[src/hdl/truehd_access_unit_header_parser_defines.svh]
// ----------------------------------------------------------------------------
// truehd access unit header parser assertion macros
// implication helpers on clk with rst_n as the disable condition
// ----------------------------------------------------------------------------
`ifndef TRUEHD_ACCESS_UNIT_HEADER_PARSER_DEFINES_SVH
`define TRUEHD_ACCESS_UNIT_HEADER_PARSER_DEFINES_SVH

`ifndef SYNTHESIS
// same-cycle implication
`define THD_ASSERT_SAME(label, cond, prop) \
    label: assert property (@(posedge clk) disable iff (!rst_n) (cond) |-> (prop)) \
        else $error("assertion failed");
// next-cycle implication
`define THD_ASSERT_NEXT(label, cond, prop) \
    label: assert property (@(posedge clk) disable iff (!rst_n) (cond) |=> (prop)) \
        else $error("assertion failed");
`else
`define THD_ASSERT_SAME(label, cond, prop)
`define THD_ASSERT_NEXT(label, cond, prop)
`endif

`endif

[src/hdl/thd_aup_pkg.sv]
// ----------------------------------------------------------------------------
// thd_aup_pkg
// shared types, constants and helpers of the truehd access unit header parser
// ----------------------------------------------------------------------------
package thd_aup_pkg;

    localparam int POS_W = 13;

    typedef logic [POS_W-1:0] pos_t;
    typedef logic [1:0]       status_t;

    localparam status_t STATUS_OK      = 2'd0;
    localparam status_t STATUS_SHORT   = 2'd1;
    localparam status_t STATUS_UNKNOWN = 2'd2;

    // header byte positions inside a unit
    localparam pos_t POS_LEN_HI = 13'd0;
    localparam pos_t POS_LEN_LO = 13'd1;
    localparam pos_t POS_SYNC0  = 13'd4;
    localparam pos_t POS_SYNC1  = 13'd5;
    localparam pos_t POS_SYNC2  = 13'd6;
    localparam pos_t POS_SYNC3  = 13'd7;
    localparam pos_t POS_FMT0   = 13'd8;
    localparam pos_t POS_FMT1   = 13'd9;
    localparam pos_t POS_FMT2   = 13'd10;
    localparam pos_t POS_FMT3   = 13'd11;
    localparam pos_t POS_PEAK0  = 13'd18;
    localparam pos_t POS_PEAK1  = 13'd19;
    localparam pos_t POS_SUBS   = 13'd20;
    localparam pos_t POS_SUBINF = 13'd21;

    localparam pos_t MIN_UNIT_LEN = 13'd8;
    localparam pos_t FBA_MIN_LEN  = 13'd22;

    // fba major sync signature
    localparam logic [7:0] SYNC_B0 = 8'hF8;
    localparam logic [7:0] SYNC_B1 = 8'h72;
    localparam logic [7:0] SYNC_B2 = 8'h6F;
    localparam logic [7:0] SYNC_B3 = 8'hBA;

    localparam logic [3:0]  RATE_CODE_NONE = 4'hF;
    localparam logic [3:0]  ATMOS_SUBS     = 4'd4;
    localparam logic [15:0] RATE_44K1      = 16'd44100;
    localparam logic [15:0] RATE_48K       = 16'd48000;
    localparam logic [12:0] SAMPLES_BASE   = 13'd40;

    // map bits worth two channels and bits worth one channel
    localparam logic [12:0] MAP_TWO_MASK = 13'b0_0110_0111_1001;
    localparam logic [12:0] MAP_ONE_MASK = 13'b1_1001_1000_0110;

    function automatic logic [4:0] chan_count(input logic [12:0] map);
        logic [3:0] twos;
        logic [3:0] ones;
        twos = 4'($countones(map & MAP_TWO_MASK));
        ones = 4'($countones(map & MAP_ONE_MASK));
        return {twos, 1'b0} + {1'b0, ones};
    endfunction

endpackage

[src/hdl/thd_aup_in_if.sv]
// ----------------------------------------------------------------------------
// thd_aup_in_if
// byte stream channel with valid/ready handshake
// ----------------------------------------------------------------------------
interface thd_aup_in_if;
    logic       valid;
    logic       ready;
    logic [7:0] data_byte;

    modport source (output valid, output data_byte, input ready);
    modport sink   (input valid, input data_byte, output ready);
endinterface

[src/hdl/thd_aup_out_if.sv]
// ----------------------------------------------------------------------------
// thd_aup_out_if
// per-unit result channel with valid/ready handshake
// ----------------------------------------------------------------------------
interface thd_aup_out_if;
    logic                  valid;
    logic                  ready;
    thd_aup_pkg::status_t  status;
    logic [12:0]           unit_length;
    logic [22:0]           sample_rate;
    logic [4:0]            channel_count;
    logic [12:0]           samples_per_unit;
    logic                  atmos;
    logic                  format_valid;
    logic [31:0]           format_info;
    logic [15:0]           peak_data_rate;

    modport source (
        output valid, output status, output unit_length, output sample_rate,
        output channel_count, output samples_per_unit, output atmos,
        output format_valid, output format_info, output peak_data_rate,
        input ready
    );
    modport sink (
        input valid, input status, input unit_length, input sample_rate,
        input channel_count, input samples_per_unit, input atmos,
        input format_valid, input format_info, input peak_data_rate,
        output ready
    );
endinterface

[src/hdl/truehd_access_unit_header_parser.sv]
// ----------------------------------------------------------------------------
// truehd_access_unit_header_parser
// result: the unit's last byte passes the input register, then the result loads into the output register
// throughput: 1 byte per cycle unless a result beat waits at a unit's closing byte, set by the byte position counter
// bytes keep entering while a result beat waits, up to the byte closing the next unit
// reset: position, handshake state and stored stream parameters clear to zero
// ----------------------------------------------------------------------------
`include "truehd_access_unit_header_parser_defines.svh"

module truehd_access_unit_header_parser (
    input  logic                  clk,
    input  logic                  rst_n,
    thd_aup_in_if.sink            stream,
    thd_aup_out_if.source         result
);

    // input register
    logic       in_valid_reg;
    logic [7:0] in_byte_reg;

    // unit tracking
    thd_aup_pkg::pos_t pos_reg;
    thd_aup_pkg::pos_t pos_next;
    thd_aup_pkg::pos_t size_reg;

    // captured header fields, only what the result needs
    logic [3:0] len_hi_reg;
    logic [3:0] sync_reg;
    logic [7:0] fmt0_reg;
    logic [7:0] fmt1_reg;
    logic [7:0] fmt2_reg;
    logic [7:0] fmt3_reg;
    logic [7:0] peak0_reg;
    logic [7:0] peak1_reg;
    logic [3:0] subs_reg;
    logic       subinf_top_reg;

    // stream parameters kept across units
    logic [22:0] stored_rate_reg;
    logic [4:0]  stored_chans_reg;
    logic [12:0] stored_samples_reg;

    // output register
    logic                 out_valid_reg;
    thd_aup_pkg::status_t out_status_reg;
    thd_aup_pkg::status_t out_status_next;
    logic [12:0]          out_len_reg;
    logic [12:0]          out_len_next;
    logic [22:0]          out_rate_reg;
    logic [22:0]          out_rate_next;
    logic [4:0]           out_chans_reg;
    logic [4:0]           out_chans_next;
    logic [12:0]          out_samples_reg;
    logic [12:0]          out_samples_next;
    logic                 out_atmos_reg;
    logic                 out_atmos_next;
    logic                 out_fmt_valid_reg;
    logic                 out_fmt_valid_next;
    logic [31:0]          out_fmt_info_reg;
    logic [31:0]          out_fmt_info_next;
    logic [15:0]          out_peak_reg;
    logic [15:0]          out_peak_next;

    // processing stage
    logic        adv;
    logic [12:0] len_now;
    logic        at_len_lo;
    logic        short_unit;
    logic        at_end;
    logic        emit;
    logic        fba;
    logic [3:0]  rate_code;
    logic        upd;
    logic [15:0] rate_base;
    logic [22:0] rate_new;
    logic [12:0] samples_new;
    logic [4:0]  chans_new;
    logic [22:0] rate_eff;
    logic [4:0]  chans_eff;
    logic [12:0] samples_eff;
    logic        subinf_top;
    logic        atmos;

    // the held byte moves on unless it closes a unit while a result beat still waits
    assign adv          = in_valid_reg && (!emit || !out_valid_reg || result.ready);
    assign stream.ready = !in_valid_reg || adv;

    always_ff @(posedge clk or negedge rst_n)
    begin
        if (!rst_n)
        begin
            in_valid_reg <= 1'b0;
        end
        else if (stream.valid && stream.ready)
        begin
            in_valid_reg <= 1'b1;
        end
        else if (adv)
        begin
            in_valid_reg <= 1'b0;
        end
    end

    always_ff @(posedge clk)
    begin
        if (stream.valid && stream.ready)
        begin
            in_byte_reg <= stream.data_byte;
        end
    end

    // length is 12 bits of bytes 0 and 1, times two
    assign len_now    = {len_hi_reg, in_byte_reg, 1'b0};
    assign at_len_lo  = (pos_reg == thd_aup_pkg::POS_LEN_LO);
    assign short_unit = at_len_lo && (len_now < thd_aup_pkg::MIN_UNIT_LEN);
    // past byte 1 the unit ends at its last byte
    assign at_end     = (pos_reg > thd_aup_pkg::POS_LEN_LO)
                        && (({1'b0, pos_reg} + 14'd1) >= {1'b0, size_reg});
    assign emit       = short_unit || at_end;

    assign fba       = (&sync_reg) && (size_reg >= thd_aup_pkg::FBA_MIN_LEN);
    assign rate_code = fmt0_reg[7:4];
    assign upd       = at_end && fba && (rate_code != thd_aup_pkg::RATE_CODE_NONE);

    assign rate_base   = rate_code[3] ? thd_aup_pkg::RATE_44K1 : thd_aup_pkg::RATE_48K;
    assign rate_new    = {7'd0, rate_base} << rate_code[2:0];
    assign samples_new = thd_aup_pkg::SAMPLES_BASE << rate_code[2:0];
    assign chans_new   = thd_aup_pkg::chan_count({fmt2_reg[4:0], fmt3_reg});

    // the result reports the values as updated by this unit
    assign rate_eff    = upd ? rate_new    : stored_rate_reg;
    assign chans_eff   = upd ? chans_new   : stored_chans_reg;
    assign samples_eff = upd ? samples_new : stored_samples_reg;

    // substream info may be the byte in hand on a 22-byte unit
    assign subinf_top = (pos_reg == thd_aup_pkg::POS_SUBINF) ? in_byte_reg[7]
                                                            : subinf_top_reg;
    assign atmos      = fba && (subs_reg == thd_aup_pkg::ATMOS_SUBS) && subinf_top;

    always_comb
    begin
        out_status_next    = thd_aup_pkg::STATUS_OK;
        out_len_next       = size_reg;
        out_rate_next      = 23'd0;
        out_chans_next     = 5'd0;
        out_samples_next   = 13'd0;
        out_atmos_next     = 1'b0;
        out_fmt_valid_next = 1'b0;
        out_fmt_info_next  = 32'd0;
        out_peak_next      = 16'd0;
        priority if (short_unit)
        begin
            out_status_next = thd_aup_pkg::STATUS_SHORT;
            out_len_next    = len_now;
        end
        else if (samples_eff == 13'd0)
        begin
            out_status_next = thd_aup_pkg::STATUS_UNKNOWN;
        end
        else
        begin
            out_rate_next      = rate_eff;
            out_chans_next     = chans_eff;
            out_samples_next   = samples_eff;
            out_atmos_next     = atmos;
            out_fmt_valid_next = fba;
            if (fba)
            begin
                out_fmt_info_next = {fmt0_reg, fmt1_reg, fmt2_reg, fmt3_reg};
                out_peak_next     = {peak0_reg, peak1_reg};
            end
        end
    end

    assign pos_next = emit ? thd_aup_pkg::POS_LEN_HI : pos_reg + 13'd1;

    // control state: position, length and stored parameters
    always_ff @(posedge clk or negedge rst_n)
    begin
        if (!rst_n)
        begin
            pos_reg            <= '0;
            size_reg           <= '0;
            stored_rate_reg    <= '0;
            stored_chans_reg   <= '0;
            stored_samples_reg <= '0;
        end
        else if (adv)
        begin
            pos_reg <= pos_next;
            if (at_len_lo)
            begin
                size_reg <= len_now;
            end
            if (upd)
            begin
                stored_rate_reg    <= rate_new;
                stored_chans_reg   <= chans_new;
                stored_samples_reg <= samples_new;
            end
        end
    end

    // header capture, one field per byte position
    always_ff @(posedge clk)
    begin
        if (adv)
        begin
            unique case (pos_reg)
                thd_aup_pkg::POS_LEN_HI: len_hi_reg     <= in_byte_reg[3:0];
                thd_aup_pkg::POS_SYNC0:  sync_reg[0]    <= (in_byte_reg == thd_aup_pkg::SYNC_B0);
                thd_aup_pkg::POS_SYNC1:  sync_reg[1]    <= (in_byte_reg == thd_aup_pkg::SYNC_B1);
                thd_aup_pkg::POS_SYNC2:  sync_reg[2]    <= (in_byte_reg == thd_aup_pkg::SYNC_B2);
                thd_aup_pkg::POS_SYNC3:  sync_reg[3]    <= (in_byte_reg == thd_aup_pkg::SYNC_B3);
                thd_aup_pkg::POS_FMT0:   fmt0_reg       <= in_byte_reg;
                thd_aup_pkg::POS_FMT1:   fmt1_reg       <= in_byte_reg;
                thd_aup_pkg::POS_FMT2:   fmt2_reg       <= in_byte_reg;
                thd_aup_pkg::POS_FMT3:   fmt3_reg       <= in_byte_reg;
                thd_aup_pkg::POS_PEAK0:  peak0_reg      <= in_byte_reg;
                thd_aup_pkg::POS_PEAK1:  peak1_reg      <= in_byte_reg;
                thd_aup_pkg::POS_SUBS:   subs_reg       <= in_byte_reg[7:4];
                thd_aup_pkg::POS_SUBINF: subinf_top_reg <= in_byte_reg[7];
                default:                 ;
            endcase
        end
    end

    // output register, loaded when a unit closes
    always_ff @(posedge clk or negedge rst_n)
    begin
        if (!rst_n)
        begin
            out_valid_reg <= 1'b0;
        end
        else if (adv && emit)
        begin
            out_valid_reg <= 1'b1;
        end
        else if (result.ready)
        begin
            out_valid_reg <= 1'b0;
        end
    end

    always_ff @(posedge clk)
    begin
        if (adv && emit)
        begin
            out_status_reg    <= out_status_next;
            out_len_reg       <= out_len_next;
            out_rate_reg      <= out_rate_next;
            out_chans_reg     <= out_chans_next;
            out_samples_reg   <= out_samples_next;
            out_atmos_reg     <= out_atmos_next;
            out_fmt_valid_reg <= out_fmt_valid_next;
            out_fmt_info_reg  <= out_fmt_info_next;
            out_peak_reg      <= out_peak_next;
        end
    end

    assign result.valid            = out_valid_reg;
    assign result.status           = out_status_reg;
    assign result.unit_length      = out_len_reg;
    assign result.sample_rate      = out_rate_reg;
    assign result.channel_count    = out_chans_reg;
    assign result.samples_per_unit = out_samples_reg;
    assign result.atmos            = out_atmos_reg;
    assign result.format_valid     = out_fmt_valid_reg;
    assign result.format_info      = out_fmt_info_reg;
    assign result.peak_data_rate   = out_peak_reg;

    // a short-length beat carries a length below the minimum
    `THD_ASSERT_SAME(a_short_len, out_valid_reg && (out_status_reg == thd_aup_pkg::STATUS_SHORT), out_len_reg < thd_aup_pkg::MIN_UNIT_LEN)
    // past the length bytes the position stays inside the unit
    `THD_ASSERT_SAME(a_pos_in_unit, pos_reg > thd_aup_pkg::POS_LEN_LO, pos_reg < size_reg)
    // once known the stream parameters never go back to unknown
    `THD_ASSERT_NEXT(a_params_kept, stored_samples_reg != 13'd0, stored_samples_reg != 13'd0)
    // an unknown-parameter beat reports no parameters
    `THD_ASSERT_SAME(a_unknown_zero, out_valid_reg && (out_status_reg == thd_aup_pkg::STATUS_UNKNOWN), (out_rate_reg == 23'd0) && (out_samples_reg == 13'd0))

endmodule
[src/flat_wrapper.sv]
// flat-port wrapper written by rule: the top's interface ports become plain ports
module truehd_access_unit_header_parser_flat 
  (clk, rst_n, stream_valid, stream_data_byte, stream_ready, result_valid, result_status, result_unit_length, result_sample_rate, result_channel_count, result_samples_per_unit, result_atmos, result_format_valid, result_format_info, result_peak_data_rate, result_ready);
  thd_aup_in_if stream_i ();
  thd_aup_out_if result_i ();
  input  logic clk;
  input  logic rst_n;
  input wire logic [$bits(stream_i.valid)-1:0] stream_valid;
  input wire logic [$bits(stream_i.data_byte)-1:0] stream_data_byte;
  output wire logic [$bits(stream_i.ready)-1:0] stream_ready;
  output wire logic [$bits(result_i.valid)-1:0] result_valid;
  output wire logic [$bits(result_i.status)-1:0] result_status;
  output wire logic [$bits(result_i.unit_length)-1:0] result_unit_length;
  output wire logic [$bits(result_i.sample_rate)-1:0] result_sample_rate;
  output wire logic [$bits(result_i.channel_count)-1:0] result_channel_count;
  output wire logic [$bits(result_i.samples_per_unit)-1:0] result_samples_per_unit;
  output wire logic [$bits(result_i.atmos)-1:0] result_atmos;
  output wire logic [$bits(result_i.format_valid)-1:0] result_format_valid;
  output wire logic [$bits(result_i.format_info)-1:0] result_format_info;
  output wire logic [$bits(result_i.peak_data_rate)-1:0] result_peak_data_rate;
  input wire logic [$bits(result_i.ready)-1:0] result_ready;
  assign stream_i.valid = stream_valid;
  assign stream_i.data_byte = stream_data_byte;
  assign stream_ready = stream_i.ready;
  assign result_valid = result_i.valid;
  assign result_status = result_i.status;
  assign result_unit_length = result_i.unit_length;
  assign result_sample_rate = result_i.sample_rate;
  assign result_channel_count = result_i.channel_count;
  assign result_samples_per_unit = result_i.samples_per_unit;
  assign result_atmos = result_i.atmos;
  assign result_format_valid = result_i.format_valid;
  assign result_format_info = result_i.format_info;
  assign result_peak_data_rate = result_i.peak_data_rate;
  assign result_i.ready = result_ready;
  truehd_access_unit_header_parser u_core (.clk(clk), .rst_n(rst_n), .stream(stream_i), .result(result_i));
endmodule
[config.mk]
export PLATFORM = sky130hd
export DESIGN_NAME = truehd_access_unit_header_parser_flat
export DESIGN_NICKNAME = d
export VERILOG_FILES = /design/src/hdl/thd_aup_pkg.sv /design/src/hdl/thd_aup_in_if.sv /design/src/hdl/thd_aup_out_if.sv /design/src/hdl/truehd_access_unit_header_parser.sv /design/src/flat_wrapper.sv
export VERILOG_INCLUDE_DIRS = /design/src /design/src/hdl
export SDC_FILE = /design/constraint.sdc
export NUM_CORES = 1
export LEC_CHECK = 0
export ABC_CLOCK_PERIOD_IN_PS = 7600
export BUFFER_PORTS_ARGS = -buffer_cell sky130_fd_sc_hd__buf_2
export CAP_MARGIN = 20
export CORE_MARGIN = 5
export CORE_UTILIZATION = 58
export DETAILED_ROUTE_END_ITERATION = 16
export PLACE_DENSITY_LB_ADDON = 0.2
export SLEW_MARGIN = 20
export SYNTH_ARGS = -nofsm -noshare
export SYNTH_HDL_FRONTEND = slang
export SYNTH_SLANG_ARGS = --single-unit
[constraint.sdc]
create_clock -name clk -period 7.6 [get_ports clk]
set_input_delay 0.38 -clock clk [delete_from_list [all_inputs] [get_ports clk]]
set_output_delay 0.38 -clock clk [all_outputs]
set_load 0.01 [all_outputs]
# [After elaboration in Yosys (flattened, before gate mapping)]
# Index checks and enable logic that the tools add are counted.
[classes] add_sub_neg=14 n_eq_ne=19 mux=12 reduce_logical=37 n_bitwise=1 n_shift=2 multipliers=0 div=0 n_lt_le_gt_ge=4
[op_table] operator="$eq A13 B3 Y1 const B" count=4
[op_table] operator="$eq A13 B4 Y1 const B" count=4
[op_table] operator="$eq A13 B5 Y1 const B" count=4
[op_table] operator="$mux W13" count=4
[op_table] operator="$logic_not A13 Y1" count=2
[op_table] operator="$reduce_and A2 Y1" count=13
[op_table] operator="$mux W23" count=1
[op_table] operator="$shl A16 B3 Y23" count=1
[op_table] operator="$eq A8 B7 Y1 const B" count=2
[op_table] operator="$eq A8 B8 Y1 const B" count=2
[op_table] operator="$add A13 B1 Y14 const B" count=1
[op_table] operator="$ge A14 B13 Y1" count=1
[op_table] operator="$add A13 B1 Y13 const B" count=1
[op_table] operator="$eq A13 B1 Y1 const B" count=1
[op_table] operator="$ge A13 B5 Y1 const B" count=1
[op_table] operator="$gt A13 B1 Y1 const B" count=1
[op_table] operator="$lt A13 B4 Y1 const B" count=1
[op_table] operator="$shl A6 B3 Y13 const A" count=1
[op_table] operator="$add A4 B1 Y4" count=3
[op_table] operator="$add A4 B4 Y4" count=3
[op_table] operator="$add A1 B1 Y2" count=5
[op_table] operator="$logic_and A1 B1 Y1" count=10
[op_table] operator="$add A5 B4 Y5" count=1
[op_table] operator="$mux W1" count=5
[op_table] operator="11 further kinds" count=17
[totals] romBits=0 elab_cells=119 regBits=242 ramBits=0 inputBits=12 memories=0 latchBits=0 out_inout_bits=108

# [Depth between registers and ports, before layout]
# Gate-level depths: netlist of run 1.
[depth] depth_word=11 ltp_mapped=16 mapped_depth_nobuf=13

# [Worst setup path before layout of run 1]
# OpenSTA, ideal clock, no wires.
[synth_timing] path_type="reg-to-reg" from="reg u_core.pos_reg[0]" to="reg u_core.out_atmos_reg (netlist: u_core.result.atmos) (enable)" synth_period_minus_slack_ps=5332 t_arrival_ps=4856 stages_incl_launch_ff=14 t_required_ps=7124 path_slack_ps=2268 cell_sequence="dfrtp_1 -> ha_1 -> nand2_1 -> nor2_1 -> nand2_1 -> nor3_1 -> xor2_1 -> ha_1 -> nand3_1 -> nor3_1 -> o21a_1 -> o31ai_1 -> nand2_1 -> and3_1"
[synth_between] elab_chain_cells=9 word_cells_on_any_way=12 cone_classes="add/sub (1); order compare (2); eq/ne (1); reduce/logical (8)"
[synth_rtl] element="start, declared" line="truehd_access_unit_header_parser.sv:22" source="thd_aup_pkg::pos_t pos_reg;"
[synth_rtl] element="start signal, assigned" line="truehd_access_unit_header_parser.sv:190" source="pos_reg <= pos_next;"
[synth_rtl] element="$add A13 B1 Y14" line="truehd_access_unit_header_parser.sv:118" source="&& (({1'b0, pos_reg} + 14'd1) >= {1'b0, size_reg});"
[synth_rtl] element="$ge A14 B13 Y1" line="truehd_access_unit_header_parser.sv:118"
[synth_rtl] element="$logic_and A1 B1 Y1" line="truehd_access_unit_header_parser.sv:118"
[synth_rtl] element="$logic_or A1 B1 Y1 (*)" line="truehd_access_unit_header_parser.sv:119" source="assign emit = short_unit || at_end;"
[synth_rtl] element="$logic_not A1 Y1" line="truehd_access_unit_header_parser.sv:85" source="assign adv = in_valid_reg && (!emit || !out_valid_reg || result.ready);"
[synth_rtl] element="$logic_or A1 B1 Y1 (2 in series)" line="truehd_access_unit_header_parser.sv:85"
[synth_rtl] element="$logic_and A1 B1 Y1" line="truehd_access_unit_header_parser.sv:85"
[synth_rtl] element="$logic_and A1 B1 Y1 (*)" line="truehd_access_unit_header_parser.sv:247" source="if (adv && emit)"
[synth_rtl] element="end signal, assigned" line="truehd_access_unit_header_parser.sv:254" source="out_atmos_reg <= out_atmos_next;"
[synth_rtl] element="end, declared" line="truehd_access_unit_header_parser.sv:55" source="logic out_atmos_reg;"
# Every way passes the cells marked *; elsewhere a longest branch is shown, timed or not.
# A chain may end at the register's enable or synchronous reset.

# [Worst setup path in the final report of run 1]
[layout_timing] from="reg u_core.pos_reg[0]" to="reg u_core.out_peak_reg[2] (netlist: u_core.result.peak_data_rate[2]) (enable)"
[layout_between] elab_chain_cells=9 word_cells_on_any_way=12 cone_classes="add/sub (1); order compare (2); eq/ne (1); reduce/logical (8)"
[layout_rtl] element="$add A13 B1 Y14" line="truehd_access_unit_header_parser.sv:118"
[layout_rtl] element="$ge A14 B13 Y1" line="truehd_access_unit_header_parser.sv:118"
[layout_rtl] element="$logic_and A1 B1 Y1" line="truehd_access_unit_header_parser.sv:118"
[layout_rtl] element="$logic_or A1 B1 Y1 (*)" line="truehd_access_unit_header_parser.sv:119"
[layout_rtl] element="$logic_not A1 Y1" line="truehd_access_unit_header_parser.sv:85"
[layout_rtl] element="$logic_or A1 B1 Y1 (2 in series)" line="truehd_access_unit_header_parser.sv:85"
[layout_rtl] element="$logic_and A1 B1 Y1" line="truehd_access_unit_header_parser.sv:85"
[layout_rtl] element="$logic_and A1 B1 Y1 (*)" line="truehd_access_unit_header_parser.sv:247"
[layout_rtl] element="end signal, assigned" line="truehd_access_unit_header_parser.sv:257" source="out_peak_reg <= out_peak_next;"
[layout_rtl] element="end, declared" line="truehd_access_unit_header_parser.sv:61" source="logic [15:0] out_peak_reg;"
# Marked as above.

==> impl_metrics.env, run 1 <==
export IMPL_timing_setup_tns_ns=0
export IMPL_critical_path_peak_fanout=80
export IMPL_grt_util_all_layers=0.222
export IMPL_detail_route_wirelength_mm=22.8
export IMPL_cts_tree="yes"
export IMPL_leakagePower_nw=4.97
export IMPL_cts_root_buffer_type="clkbuf_16"
export IMPL_start_util=0.588
export IMPL_hold_path_class="in2reg"
export IMPL_fp_dieArea_mm2=0.0209
export IMPL_number_of_drc_violations_after_detailed_routing=0
export IMPL_setup_viol=0
export IMPL_timing_critical_path_to_type="register"
export IMPL_status="finished, final reports clean"
export IMPL_timing_critical_path_slowest_stage_cell="buf_4"
export IMPL_yosys_warnings=0
export IMPL_worst_skew_pair_late_latency_ns=0.53
export IMPL_route_detailed_vias_per_inst=5.91
export IMPL_peakVddDrop_v=0.000297
export IMPL_cts_buffer_depth=3
export IMPL_tightestPinTransition_ns=1.02
export IMPL_syn_cell_area_mm2=0.0105
export IMPL_route_vias_total=6867
export IMPL_area_of_the_core_region_mm2=0.0179
export IMPL_hold_violations=0
export IMPL_grt_pass1_wl_mm=36.4
export IMPL_timing_final_crit_share=0.615
export IMPL_clock_slew_seen_by_the_registers_of_the_worst_setup_and_hold_paths_ns=0.06
export IMPL_synthArstFlopShare=0.281
export IMPL_setup_ws_ns=2.92
export IMPL_dp_final_hpwl_mm=15.1
export IMPL_placement_io_buffers=118
export IMPL_numCtsBuffers=25
export IMPL_total_congestion_overflow_after_global_routing=0
export IMPL_timing_worst_setup_path_type="reg2reg"
export IMPL_worst_clock_skew_ns=0.0145
export IMPL_synth_yosys_seq_area_share=0.658
export IMPL_critPathCapture="u_core.result.peak_data_rate[2]"
export IMPL_synth_flop_cell="edfxtp_1"
export IMPL_firstDrtPassIters=7
export IMPL_final_max_slew_violation_count=0
export IMPL_grt_pass1_vias=6778
export IMPL_largest_register_ff_count=32
export IMPL_placement_cell_area_mm2=0.0113
export IMPL_dieWidth_um=145
export IMPL_worst_r2r_cell_count=14
export IMPL_die_h_um=145
export IMPL_worst_path_most_repeated_cell="nand2_1"
export IMPL_cts_repair_resize_count=0
export IMPL_timing_rr_end="u_core.result.peak_data_rate[2]"
export IMPL_startpoint="u_core.pos_reg[0]"
export IMPL_slew_headroom=0.321
export IMPL_tritoncts_num_sinks=242
export IMPL_drt_iter0_markers=563
export IMPL_yosys_register_bits=242
export IMPL_mean_post_synth_cell_area_um2=13.1
export IMPL_area_growth_synth_to_final_pct=15.8
export IMPL_period_minus_slack_ns=4.68
export IMPL_gp_routability_congestion=0.918
export IMPL_syn_nets=858
export IMPL_pre_cts_ws_ns=2.97
export IMPL_maxCapViolations=0
export IMPL_top_level_ports=120
export IMPL_antenna_diode_count=0
export IMPL_layout_cell_area_non_filler_mm2=0.0122
export IMPL_crit_chain="ha_1 -> nand2_1 -> nor2_1 -> nand2_1 -> nor3_1 -> xor2_1 -> ha_1 -> nand3_1 -> nor3_1 -> o21a_1 -> o31ai_1 -> nand2_1 -> and3_4 -> buf_4"
export IMPL_max_clock_freq_mhz=214
export IMPL_rsz_0062_raised_after_global_routing="false"
export IMPL_worst_endpoint_arrival_ns=4.82
export IMPL_fp_row_count=49
export IMPL_number_of_antenna_violations_at_the_first_check_in_global_routing=0
export IMPL_synthCells=806
export IMPL_power_density_cell_area_mw_per_mm2=356
export IMPL_avgRoutedWirePerCell_um=19.6
export IMPL_worst_r2r_setup_slack_ns=2.92
export IMPL_post_synth_num_cell_types=62
export IMPL_report_power_total_mw=4.35
export IMPL_holdBufCountCts=0
export IMPL_required_worst_endpoint_ns=7.75
export IMPL_worstReg2RegStart="u_core.pos_reg[0]"
export IMPL_hold_ws_ns=0.0260
export IMPL_layout_drive_gt1_share=0.221
export IMPL_ant_nets=0
export IMPL_postCtsSetupBuffers=0
export IMPL_critical_path_max_stage_delay_ns=0.81
export IMPL_critical_path_startpoint_type="register"
export IMPL_ctsHtreeMaxLevel=1
export IMPL_number_of_enable_flip_flop_cells_after_synthesis=174
export IMPL_finish_net_count=966
export IMPL_grt_max_degree=82
## cells in the final DEF, fill, tap and decap left out, types with 17 or more instances in the layout
cell type and instances:
mux2_2 17, inv_1 29, ha_1 34, a21oi_1 17
and2_1 55, nor2_1 38, nand3_1 33, nand2_1 56
nor4_1 17, clkbuf_16 25, edfxtp_1 174, dfrtp_1 68
buf_2 118, o21ai_0 63
## how the worst min path moves through the flow
stage / from / end / slack [ns] / depth (start not counted)
2_1_floorplan: rst_n / u_core.in_valid_reg / 0.08 / 0
3_3_place_gp: u_core.stored_rate_reg[3] / u_core.stored_rate_reg[3] / 0.46 / 1
3_5_place_dp: u_core.stored_rate_reg[1] / u_core.stored_rate_reg[1] / 0.47 / 1
4_1_cts: stream_data_byte[5] / u_core.in_byte_reg[5] / 0.01 / 1
5_1_grt: stream_data_byte[7] / u_core.in_byte_reg[7] / 0.01 / 1
6_report: stream_data_byte[2] / u_core.in_byte_reg[2] / 0.03 / 1
## critical path: cells and delay by family (launching register included)
family | cells | cell delay (ns)
AOI/OAI and AO/OA | 2 | 0.42
xor gates and xnor gates | 1 | 0.13
adders and majority gates | 2 | 0.62
buffers and inverters | 1 | 0.81
DFF | 1 | 0.46
and+or+nand+nor | 8 | 1.73
## metal layers
layer / vias up / global-route usage / routed length, um
li1: 3170 / - / -
met4: 0 / 0.0520 / 412
met1: 3397 / 0.296 / 9150
met2: 268 / 0.386 / 11800
met5: - / 0 / 0
met3: 32 / 0.0348 / 1480
## cell families (layout without fill, tap and decap cells)
family / after synthesis / in the layout / synth area share
buffers and inverters: 79 / 206 / 0.0309
adders and majority gates: 40 / 40 / 0.0518
muxes: 21 / 21 / 0.0225
xor gates and xnor gates: 15 / 15 / 0.0125
other: 1 / 1 / 0.000356
and+or+nand+nor: 260 / 260 / 0.132
AOI/OAI and AO/OA: 148 / 148 / 0.0923
DFF: 242 / 242 / 0.658
## cell usage after synthesis (3+ instances only)
cell	n	area, um2
inv_1	29	109
ha_1	34	425
a31o_2	6	52.6
nand3_1	33	165
xnor2_1	8	70.1
clkbuf_1	34	128
nand2_1	56	210
nor4_1	17	106
dfrtp_1	68	1700
xor2_1	7	61.3
o211ai_1	3	22.5
a32o_1	8	80.1
edfxtp_1	174	5230
buf_1	6	22.5
mux2_2	17	191
nor2_1	38	143
o21ai_0	63	315
and3_1	9	56.3
fa_1	6	120
and4_1	3	26.3
nand4_1	9	56.3
buf_2	5	25.0
a21o_1	9	67.6
nor3_1	11	55.1
a21oi_1	17	85.1
nand2b_1	7	43.8
mux2i_1	3	30.0
and2_1	55	344
a22o_1	11	96.3
o31ai_1	14	105
nor2b_1	7	43.8
## where the power goes
part	total, mW	leakage [nW]	switching, mW	internal, mW
Sequential	1.98	2.52	0.177	1.80
Clock	1.30	0.441	0.498	0.799
Combinational	1.07	2.01	0.688	0.385
Total	4.35	4.97	1.36	2.98
## area by class of cell
class                      count  area [um2]
tap                          229         287
clock buffer                  31         668
sequential                   242        6930
clock inverter                15         218
inverter                      30         113
timing repair buffer         130         681
multi-input combinational    485        3300
fill                        1274        5710
## metrics by stage
stage               utilization  std cells
floorplan                     -        806
global placement          0.631       1116
detailed placement        0.631       1116
CTS                       0.681       1162
global route              0.681       1162
finish                    0.681       1162
Power figures use the tool's default switching activity.
==> run 2: changes to the inputs <==
ABC_CLOCK_PERIOD_IN_PS = 4500   (was 7600)
clock period = 4.5 ns   (was 7.6 ns; I/O delays follow)
==> run 2 against run 1 <==
Effect of this change: clock power grew 75%; wire length increased by 0.13%; utilization up 1.2 points; highest routed layer unchanged; largest cell class unchanged.
==> impl_metrics.env, run 2 (same netlist as run 1, synthesis figures left out) <==
export IMPL_hold_violations=0
export IMPL_final_fill_count=1252
export IMPL_ant_nets=0
export IMPL_postLayoutCoreUtil=0.693
export IMPL_antenna_diode_count=0
export IMPL_grt_pass1_wl_mm=36.5
export IMPL_final_max_slew_violation_count=0
export IMPL_critical_path_startpoint_type="register"
export IMPL_top_level_ports=120
export IMPL_timing_setup_tns_ns=0
export IMPL_fp_dieArea_mm2=0.0209
export IMPL_worst_endpoint_arrival_ns=4.36
export IMPL_cts_root_buffer_type="clkbuf_16"
export IMPL_critical_path_peak_fanout=12
export IMPL_timing_critical_path_to_type="register"
export IMPL_gp_routability_congestion=0.868
export IMPL_tightestPinTransition_ns=0.919
export IMPL_largest_register_ff_count=32
export IMPL_cts_buffer_depth=3
export IMPL_status="finished, final reports clean"
export IMPL_worst_skew_pair_late_latency_ns=0.52
export IMPL_grt_max_degree=54
export IMPL_setup_viol=0
export IMPL_slew_headroom=0.386
export IMPL_number_of_drc_violations_after_detailed_routing=0
export IMPL_grt_pass1_vias=6759
export IMPL_numCtsBuffers=24
export IMPL_firstDrtPassIters=6
export IMPL_mostFrequentLayoutCell="edfxtp_1"
export IMPL_drt_iter0_markers=700
export IMPL_tritoncts_num_sinks=242
export IMPL_total_congestion_overflow_after_global_routing=0
export IMPL_start_util=0.588
export IMPL_timing_final_crit_share=0.918
export IMPL_required_worst_endpoint_ns=4.73
export IMPL_dp_final_hpwl_mm=15.2
export IMPL_finish_net_count=983
export IMPL_detail_route_wirelength_mm=22.8
export IMPL_dieWidth_um=145
export IMPL_placement_io_buffers=118
export IMPL_peakVddDrop_v=0.000518
export IMPL_hold_path_class="in2reg"
export IMPL_area_growth_synth_to_final_pct=17.9
export IMPL_die_h_um=145
export IMPL_leakagePower_nw=5.05
export IMPL_grt_util_all_layers=0.222
export IMPL_cts_repair_resize_count=0
export IMPL_max_clock_freq_mhz=242
export IMPL_worst_clock_skew_ns=0.0224
export IMPL_layout_drive_gt1_share=0.228
export IMPL_route_detailed_vias_per_inst=5.91
export IMPL_area_of_the_core_region_mm2=0.0179
export IMPL_number_of_antenna_violations_at_the_first_check_in_global_routing=0
export IMPL_maxCapViolations=0
export IMPL_clock_slew_seen_by_the_registers_of_the_worst_setup_and_hold_paths_ns=0.06
export IMPL_cts_tree="yes"
export IMPL_ctsHtreeMaxLevel=1
export IMPL_period_minus_slack_ns=4.13
export IMPL_layout_common_cells="edfxtp_1 (174), buf_2 (118), dfrtp_1 (68), o21ai_0 (63), nand2_1 (56)"
export IMPL_fp_row_count=49
export IMPL_worst_r2r_setup_slack_ns=0.37
export IMPL_power_density_cell_area_mw_per_mm2=600
export IMPL_rsz_0062_raised_after_global_routing="false"
export IMPL_avgRoutedWirePerCell_um=19.4
export IMPL_route_vias_total=6960
export IMPL_timing_worst_setup_path_type="reg2reg"
[run 2: area by class of cell]
type                    instances  area (um2)  share of cell area
repair buffers                148         866              0.0698
well taps                     229         287              0.0231
inverters                      30         113             0.00907
clock inverters                17         293              0.0236
flip-flops and latches        242        6930               0.558
clock buffers                  26         628              0.0506
multi-input cells             485        3300               0.266
[run 2: final timing paths]
kind	startpoint	endpoint	depth (start not counted)
min in group asynchronous	rst_n	u_core.pos_reg[11]	2
max in group asynchronous	rst_n	u_core.stored_samples_reg[4]	3
hold / removal	result_ready	u_core.in_valid_reg	4
setup reg to reg	u_core.pos_reg[2]	u_core.fmt3_reg[2]	14
hold reg to reg	u_core.stored_rate_reg[1]	u_core.stored_rate_reg[1]	1
setup / recovery	u_core.pos_reg[2]	u_core.fmt3_reg[2]	14
[run 2: power breakdown]
part           internal (mW)  switching (mW)  leakage (nW)
clock network           1.42           0.850         0.437
logic                  0.702            1.16          2.10
registers               3.03           0.292          2.52
[run 2: routing by layer]
layer / up-vias / track usage / routed length (um) / share of wire
li1: 3204 / - / - / -
met1: 3455 / 0.295 / 9190 / 0.40
met2: 260 / 0.387 / 11800 / 0.52
met3: 41 / 0.0338 / 1390 / 0.061
met4: 0 / 0.0594 / 455 / 0.020
met5: - / 0 / 0 / 0
[run 2: worst max-delay path, cell delays in order (launching register included)]
cell      delay, ns
dfrtp_1        0.55
nand3_2        0.19
or3_1          0.48
nor2_1         0.17
xor2_1         0.22
ha_1           0.28
a211oi_1       0.25
o211ai_1       0.14
a31o_2         0.30
o31ai_1        0.21
buf_4          0.18
a21oi_1        0.07
buf_4          0.19
nor4_1         0.37
buf_4          0.25
[run 2: timing repair]
action	4_1_cts	5_1_grt
endpoints found under the hold margin	24	0
setup buffers	0	0
endpoints found under the setup margin	0	0
hold buffers	10	0
[run 2: stage by stage]
stage / hold WS [ns] / setup slack [ns] / power (mW) / std cells / cell area (um2)
floorplan: -0.0706 / 0.272 / 4.47 / 806 / 10500
global placement: 0.156 / 0.661 / 5.13 / 1124 / 11400
detailed placement: 0.166 / 0.465 / 5.21 / 1124 / 11400
CTS: 0.0985 / 0.381 / 7.49 / 1177 / 12400
global route: 0.132 / 0.0835 / 7.84 / 1177 / 12400
finish: 0.118 / 0.368 / 7.45 / 1177 / 12400
==> run 3: changes to the inputs <==
CORE_UTILIZATION = 40   (was 58)
CTS_BUF_LIST = sky130_fd_sc_hd__clkbuf_16   (was default)
==> run 3 against run 2 <==
Effect of this change: flip-flop and latch count unchanged; first-iteration DRC count down 37%; critical endpoint is now stream_ready; die area up 42%; largest power group unchanged; largest cell class unchanged.
==> impl_metrics.env, run 3 (same netlist as run 1, synthesis figures left out) <==
export IMPL_top_level_ports=120
export IMPL_maxCapViolations=0
export IMPL_fp_dieArea_mm2=0.0297
export IMPL_detail_route_wirelength_mm=23.5
export IMPL_timing_final_crit_share=0.915
export IMPL_layout_drive_gt1_share=0.218
export IMPL_timing_setup_tns_ns=0
export IMPL_area_of_the_core_region_mm2=0.0260
export IMPL_cts_root_buffer_type="clkbuf_16"
export IMPL_cts_tree="yes"
export IMPL_worst_r2r_setup_slack_ns=0.48
export IMPL_rsz_0062_raised_after_global_routing="false"
export IMPL_area_growth_synth_to_final_pct=18.4
export IMPL_final_max_slew_violation_count=0
export IMPL_hold_violations=0
export IMPL_firstDrtPassIters=5
export IMPL_worst_clock_skew_ns=0.0112
export IMPL_mostFrequentLayoutCell="edfxtp_1"
export IMPL_setup_ws_ns=0.383
export IMPL_timing_worst_setup_path_type="reg2out"
export IMPL_number_of_drc_violations_after_detailed_routing=0
export IMPL_antenna_diode_count=0
export IMPL_largest_register_ff_count=32
export IMPL_slew_headroom=0.356
export IMPL_route_vias_total=6708
export IMPL_drt_iter0_markers=440
export IMPL_timing_critical_path_to_type="output pin"
export IMPL_dp_final_hpwl_mm=15.9
export IMPL_required_worst_endpoint_ns=4.28
export IMPL_timing_rr_end="u_core.fmt2_reg[3]"
export IMPL_numCtsBuffers=27
export IMPL_finish_net_count=988
export IMPL_grt_util_all_layers=0.159
export IMPL_tritoncts_num_sinks=242
export IMPL_max_clock_freq_mhz=243
export IMPL_critical_path_peak_fanout=11
export IMPL_placement_io_buffers=118
export IMPL_status="finished, final reports clean"
export IMPL_clock_slew_seen_by_the_registers_of_the_worst_setup_and_hold_paths_ns=0.05
export IMPL_route_detailed_vias_per_inst=5.20
export IMPL_fp_row_count=59
export IMPL_worst_r2r_cell_count=14
export IMPL_power_density_cell_area_mw_per_mm2=581
export IMPL_die_h_um=172
export IMPL_grt_max_degree=106
export IMPL_grt_pass1_vias=6777
export IMPL_report_power_total_mw=7.24
export IMPL_postCtsSetupBuffers=0
export IMPL_start_util=0.405
export IMPL_critical_path_startpoint_type="register"
export IMPL_hold_path_class="in2reg"
export IMPL_worstReg2RegStart="u_core.pos_reg[2]"
export IMPL_worst_skew_pair_late_latency_ns=0.52
export IMPL_number_of_antenna_violations_at_the_first_check_in_global_routing=0
export IMPL_grt_pass1_wl_mm=37.5
export IMPL_timing_hold_worst_path_depth=4
export IMPL_worst_endpoint_arrival_ns=3.89
export IMPL_setup_viol=0
export IMPL_layout_common_cells="edfxtp_1 (174), buf_2 (118), dfrtp_1 (68), o21ai_0 (63), nand2_1 (56)"
export IMPL_ant_nets=0
export IMPL_whs_endpoint="u_core.in_valid_reg"
export IMPL_gp_routability_congestion=0.781
export IMPL_tightestPinTransition_ns=0.963
export IMPL_min_delay_start="result_ready"
export IMPL_pre_cts_ws_ns=0.521
export IMPL_avgRoutedWirePerCell_um=18.3
export IMPL_period_minus_slack_ns=4.12
export IMPL_dieWidth_um=172
export IMPL_cts_buffer_depth=3
export IMPL_peakVddDrop_v=0.000364
export IMPL_total_congestion_overflow_after_global_routing=0
export IMPL_ctsHtreeMaxLevel=1
export IMPL_leakagePower_nw=5.06
==> run 3: cell count changes in the layout (fill, tap and decap cells not counted) <==
cell        delta
clkinv_1       +6
inv_1          +8
clkbuf_8       -2
buf_12         -1
clkinv_2       -1
clkinvlp_4     -3
buf_4          +3
clkinv_4       -2
clkinv_8       -1
clkbuf_16      +3
bufinv_16      -4
==> run 3: metrics by stage <==
stage,hold WS [ns],util,cell area [um2],std cells
final,0.101,0.480,12500,1289
after global routing,0.116,0.480,12500,1289
after CTS,0.0760,0.480,12500,1289
after detailed placement,0.396,0.444,11500,1232
after global placement,0.395,0.444,11500,1232
after floorplan,-0.0706,-,10500,806
==> run 3: worst max-delay path by stage <==
| stage | startpoint | to | slack [ns] | cells after the start |
|---|---|---|---|---|
| 2_1_floorplan | u_core.pos_reg[0] | u_core.fmt0_reg[0] | 0.27 | 13 |
| 3_3_place_gp | u_core.pos_reg[2] | u_core.fmt2_reg[0] | 0.65 | 14 |
| 3_5_place_dp | u_core.pos_reg[2] | u_core.fmt2_reg[0] | 0.52 | 14 |
| 4_1_cts | u_core.pos_reg[2] | stream_ready | 0.36 | 14 |
| 5_1_grt | u_core.pos_reg[0] | stream_ready | 0.09 | 16 |
| 6_report | u_core.pos_reg[2] | stream_ready | 0.38 | 14 |
==> run 3: power by group <==
part	internal (mW)	switching [mW]	leakage (nW)
Sequential	3.04	0.293	2.52
Combinational	0.688	1.15	2.11
Clock	1.25	0.821	0.435
Total	4.97	2.27	5.06
==> run 3: layout make-up <==
class | count | area (um2)
inverter | 30 | 113
fill | 2335 | 13500
multi-input combinational | 485 | 3300
clock buffer | 27 | 676
clock inverter | 20 | 164
tap | 335 | 419
timing repair buffer | 150 | 868
sequential | 242 | 6930
==> run 3: timing repair <==
item | CTS | global route
hold endpoints to repair | 43 | 0
hold buffers | 10 | 0
gates resized for setup | 0 | 0
==> run 3: critical path: stages, from the launching register on <==
cell	delay, ns
dfrtp_1	0.54
nand3_2	0.18
or3_1	0.47
nor2_1	0.17
xor2_1	0.22
ha_1	0.28
a211oi_1	0.20
o211ai_1	0.12
a31o_2	0.29
o31ai_1	0.25
buf_4	0.19
nand2_1	0.08
buf_4	0.17
nand3_1	0.07
buf_2	0.14
==> run 3: routing by layer <==
layer | track usage | share of wire | vias to the layer above
li1 | - | - | 3235
met1 | 0.225 | 0.44 | 3310
met2 | 0.266 | 0.49 | 139
met3 | 0.0226 | 0.051 | 24
met4 | 0.0318 | 0.015 | 0
met5 | 0 | 0 | -
